File: src/rtl/sip_pkg.sv
// ----------------------------------------------------------------------------
// sip_pkg
// Shared types and widths for the segment intersection point unit.
// ----------------------------------------------------------------------------
package sip_pkg;

  localparam int CoordW = 32;
  localparam int DiffW  = CoordW + 1;
  localparam int ProdW  = 2 * DiffW;
  localparam int DistW  = ProdW + 1;
  localparam int MagW   = ProdW;
  localparam int DenW   = MagW + 1;
  localparam int RemW   = DenW + 1;
  localparam int QuotW  = CoordW + 1;
  localparam int NumCells = QuotW;

  typedef struct packed {
    logic              incl;
    logic [CoordW-1:0] ax0;
    logic [CoordW-1:0] ay0;
    logic [CoordW-1:0] ax1;
    logic [CoordW-1:0] ay1;
    logic [CoordW-1:0] bx0;
    logic [CoordW-1:0] by0;
    logic [CoordW-1:0] bx1;
    logic [CoordW-1:0] by1;
  } sip_seg_t;

  typedef struct packed {
    logic             cand;
    sip_seg_t         seg;
    logic [DenW-1:0]  den;
    logic [RemW-1:0]  rem;
    logic [QuotW-1:0] q;
  } sip_div_t;

endpackage

File: src/rtl/sip_div_cell.sv
// ----------------------------------------------------------------------------
// sip_div_cell
// One restoring division step: yields one quotient bit of lambda.
// ----------------------------------------------------------------------------
module sip_div_cell #(
  parameter bit First = 1'b0
) (
  input  logic              clk_i,
  input  logic              rst_ni,
  input  logic              en_i,
  input  logic              valid_i,
  input  sip_pkg::sip_div_t div_i,
  output logic              valid_o,
  output sip_pkg::sip_div_t div_o
);
  import sip_pkg::*;

  logic              vld_q;
  sip_div_t          div_q, div_d;
  logic [RemW-1:0]   sh;
  logic              ge;

  always_comb begin
    sh    = First ? div_i.rem : {div_i.rem[RemW-2:0], 1'b0};
    ge    = (sh >= {1'b0, div_i.den});
    div_d = div_i;
    div_d.rem = ge ? (sh - {1'b0, div_i.den}) : sh;
    div_d.q   = {div_i.q[QuotW-2:0], ge};
  end

  always_ff @(posedge clk_i or negedge rst_ni) begin
    if (!rst_ni) begin
      vld_q <= 1'b0;
    end else if (en_i) begin
      vld_q <= valid_i;
    end
  end

  always_ff @(posedge clk_i) begin
    if (en_i) begin
      div_q <= div_d;
    end
  end

  assign valid_o = vld_q;
  assign div_o   = div_q;

endmodule

File: config.mk
export PLATFORM = sky130hd
export DESIGN_NAME = sip_div_cell
export DESIGN_NICKNAME = d
export VERILOG_FILES = /design/src/rtl/sip_pkg.sv /design/src/rtl/sip_div_cell.sv
export SDC_FILE = /design/constraint.sdc
export NUM_CORES = 1
export LEC_CHECK = 0
export ABC_AREA = 0
export BUFFER_PORTS_ARGS = -buffer_cell sky130_fd_sc_hd__buf_4
export CORE_AREA = 2 2 338 340
export DETAILED_ROUTE_END_ITERATION = 10
export DIE_AREA = 0 0 340 342
export PLACE_DENSITY = 0.36
export SYNTH_ARGS = -nofsm -noshare
export SYNTH_HDL_FRONTEND = slang
export SYNTH_SLANG_ARGS = --single-unit
File: constraint.sdc
create_clock -name clk_i -period 2.5 [get_ports clk_i]
set_clock_uncertainty 0.2 [all_clocks]
set_input_delay 0.625 -clock clk_i [delete_from_list [all_inputs] [get_ports clk_i]]
set_output_delay 0.625 -clock clk_i [all_outputs]
set_load 0.05 [all_outputs]
After elaboration in Yosys (flattened, before gate mapping) --
Index checks and enable logic that the tools add are counted.
Word-level totals: bits in registers 427, bits of input ports 430, word-level logic and storage cells 18
Cells by class: add/subtract/negate cells 1, $lt $le $gt $ge 1, mux-type cells 1
Operators with widths (number):
- greater-or-equal comparator 68 x 67 -> 1 bit | 1
- two-way mux 68 bit | 1
- subtractor 68 x 67 -> 68 bit | 1

Longest topological paths before layout --
word-level depth 2, depth in mapped cells 14, gate-level depth less buffers 11

Least setup slack after synthesis --
OpenSTA, ideal clock, no wires.
path kind input-to-reg, from in div_i[33] (netlist bit), to reg div_q, in the netlist div_o[96] (data pin), setup time 260 ps, arrival time 3016 ps, required time 2040 ps, setup slack -976 ps, stages on the path 13, buffers on the path 2, cells stage by stage inv_1 > fa_1 > nand2b_1 > a21oi_1 > o21ai_0 > a21oi_1 > o31ai_2 > o211ai_2 > a21oi_4 > o21ai_4 > buf_6 > buf_6 > mux2_4
RTL lines:
- start, declared | RTL line sip_div_cell.sv:12 | input sip_pkg::sip_div_t div_i,
- end signal, assigned | RTL line sip_div_cell.sv:41 | div_q <= div_d;
- end, declared | RTL line sip_div_cell.sv:19 | sip_div_t div_q, div_d;

==> flow_summary_export.csv <==
group,metric,value,unit
route,drc_errors,0,
floorplanning,fp.dieArea,116000,sq um
grt,gr-usage-all-layers,17.0,%
yosys,synthArstFlopShare,0.234,%
grt,grt_overflow_total,0,
setup_path,critPathCaptureType,"flip-flop",
yosys,synth_sequential_area_ratio,69.5,%
yosys,synth_edf_count,426,
layout,drive_above_1_share,53.0,%
yosys,netlist_instances,1254,
cts,tritoncts,"built",
outcome,status,"finished, violations left",
route,ant_nets,0,
yosys,synth_area_leaders,"edfxtp_1, ha_1, mux2_2",
sta,relSlewSlack,50.9,%
yosys,synth_area,18400,sq um
place,place_ws,-1730,ps
floorplanning,die_x,340,um
cts,clock-root-buffer,"clkbuf_16",
sta,layout_min_cycle_time,3170,ps
grt,grt_pass1_vias,18336,
layout,ff_latch_area,12800,sq um
sta,maxSlewViolCount,0,
route,dr.pass1.iters,5,
grt,use_met2,29.3,%
floorplanning,ios,857,
layout,final_nets,3359,
cts,clock-sinks,427,
route,wirelength,104000,um
sta,timing.final.crit_share,127,%
layout,syn_to_final_growth,96.6,%
layout,mostFrequentLayoutCell,"buf_4",
grt,gr-max-usage-layer,"met2",
hold_path,min_path_type,"primary input to flip-flop",
layout,fillerInstances,11507,
place,gp_congestion,0.911,
place,hpwl,82900,um
sta,layout_setup_ws,-673,ps
power_and_ir_drop,clockPowerShare,31.3,%
power_and_ir_drop,vdd_drop_max,0.529,mV
cts,insertion_delay,630,ps
yosys,yosysWarningCount,0,
grt,antenna_found_initial,30,
power_and_ir_drop,p_leak,15.3,nW
route,vias_per_cell,3.86,
layout,final_cell_mix,"buf_4, edfxtp_1, dlygate4sd3_1",
yosys,syn_avg_cell_area,14.7,sq um
route,drt-initial-drc-count,747,
route,wl_per_cell,23.5,um
layout,final_core_util,32.0,%
hold_path,whs_path_depth,2,
floorplanning,die_y,342,um
yosys,syn-num-nets,1752,
cts,ctsLongestPathBuffers,3,
yosys,synth.largest_area_cell,"edfxtp_1",
route,vias,17083,
outcome,violations,"setup timing",
cts,clk_pin_slew,60,ps
setup_path,cp-start-kind,"primary input",
sta,finalHoldViolCount,0,
setup_path,critPathMaxFanout,6,
cts,numCtsBuffers,53,
power_and_ir_drop,combPwrFrac,32.2,%
power_and_ir_drop,p_int,0.0161,W
yosys,ys_types,71,
sta,rsz0062_at_grt,"yes",
setup_path,rr_worst_depth,1,
setup_path,path_class,"primary input to flip-flop",
sta,fmax,315,MHz
grt,gr-usage-met3,5.73,%
cts,htree_levels,2,
grt,grt_max_degree,61,
setup_path,crit_required,2680,ps
floorplanning,core_area,113000,sq um
power_and_ir_drop,p_sw_share,33.9,%
place,portBuffers,854,
yosys,synth.top_cell.area_share,69.4,%
grt,gr-usage-met1,19.6,%
yosys,ys.flop_type,"edfxtp_1",
sta,timing.hold.ws,69.9,ps
sta,setup_viol,69,
power_and_ir_drop,pwr-share-seq,36.6,%
setup_path,arrival,3360,ps
power_and_ir_drop,power_density,674,nW/um^2
floorplanning,rows,124,
power_and_ir_drop,power.switching,0.00826,W
grt,grt_pass1_wl,140000,um
sta,worstMarginPinSlew,729,ps
run,cap_violations,0,
yosys,ys_ff_latch,427,
floorplanning,start_util,16.3,%
layout,multi_input_area,6110,sq um
-- final timing paths --
path                            start          to  slack (ps)
min in group asynchronous      rst_ni     valid_o         100
max in group asynchronous      rst_ni     valid_o        1920
min                        div_i[142]  div_o[142]          70
min reg2reg                   valid_o     valid_o         330
max reg2reg                   valid_o     valid_o        1540
max                        div_i[101]   div_o[54]        -670
-- worst max-delay path: stages --
cell and delay (ps):
buf_4 130, fa_2 400, nand2b_4 170, a21oi_4 240
buf_6 150, o21ai_4 80, a21oi_4 250, o31ai_4 100
o211ai_4 100, a21oi_4 90, o21ai_4 150, buf_12 140
buf_16 160, clkbuf_16 200, mux2_2 340
-- registers in the layout, summed over array words and instances (netlist names) --
signal and count:
valid_o 1, div_o 426
-- power groups by stage --
stage          Clock, W  Sequential, W  Combinational [W]
2_1_floorplan         0         0.0113            0.00133
3_3_place_gp          0        0.00908            0.00688
3_5_place_dp          0        0.00906            0.00688
4_1_cts         0.00792        0.00893            0.00777
5_1_grt         0.00818        0.00898            0.00822
6_report        0.00763        0.00892            0.00785
-- metrics by stage --
step	cell area (sq um)	setup TNS [ps]	power [W]	instances
after floorplan	18600	-50870	0.0127	1254
after global placement	29400	-109440	0.0160	3927
after detailed placement	29400	-113380	0.0159	3927
after CTS	35700	-39110	0.0246	4400
after global routing	36200	-42950	0.0254	4419
final	36200	-40490	0.0244	4426
-- cell usage after synthesis, drive strengths merged, types with 6 or more instances --
| master | count |
|---|---|
| a2111oi | 7 |
| a31oi | 13 |
| xor2 | 20 |
| nor4 | 8 |
| nand4 | 22 |
| clkbuf | 17 |
| nor2 | 47 |
| mux2i | 6 |
| nor3 | 14 |
| ha | 67 |
| o211ai | 11 |
| nand2 | 72 |
| a211oi | 6 |
| a21oi | 100 |
| inv | 100 |
| mux2 | 65 |
| buf | 29 |
| o21bai | 20 |
| nand3 | 19 |
| o21ai | 52 |
| xnor2 | 40 |
| and3 | 11 |
| edfxtp | 426 |
| a21o | 22 |
-- layout make-up --
cell class	instances	area share, %
timing repair buffer	1598	36.7
clock buffer	60	3.73
inverter	100	1.08
antenna	12	0.0829
sequential	427	35.4
multi-input combinational	681	16.9
clock inverter	36	0.953
tap	1512	5.22
-- routing by layer --
metal / vias to the layer above / routed length, um
li1: 7974 / -
met1: 8334 / 40600
met2: 625 / 50800
met3: 130 / 8440
met4: 20 / 3930
met5: - / 135
-- what timing repair did --
item	4_1_cts	5_1_grt
endpoints found under the setup margin	69	69
resized for setup	141	76
setup buffers	20	15
pin swaps	30	42
hold endpoints to repair	351	0
gates cloned	6	2
hold buffers	351	0
-- cells by family (layout without fill, tap and decap cells) --
family	after synthesis	in the layout	synth area share, %
simple gates	212	212	5.53
fa+ha+maj	68	68	4.66
flops	427	427	69.5
buf+inv	146	1794	3.36
other cells	0	12	0
compound gates	270	270	9.67
xor+xnor	60	60	2.85
mux	71	71	4.38
No activity file was read; power rests on OpenSTA's default activity.
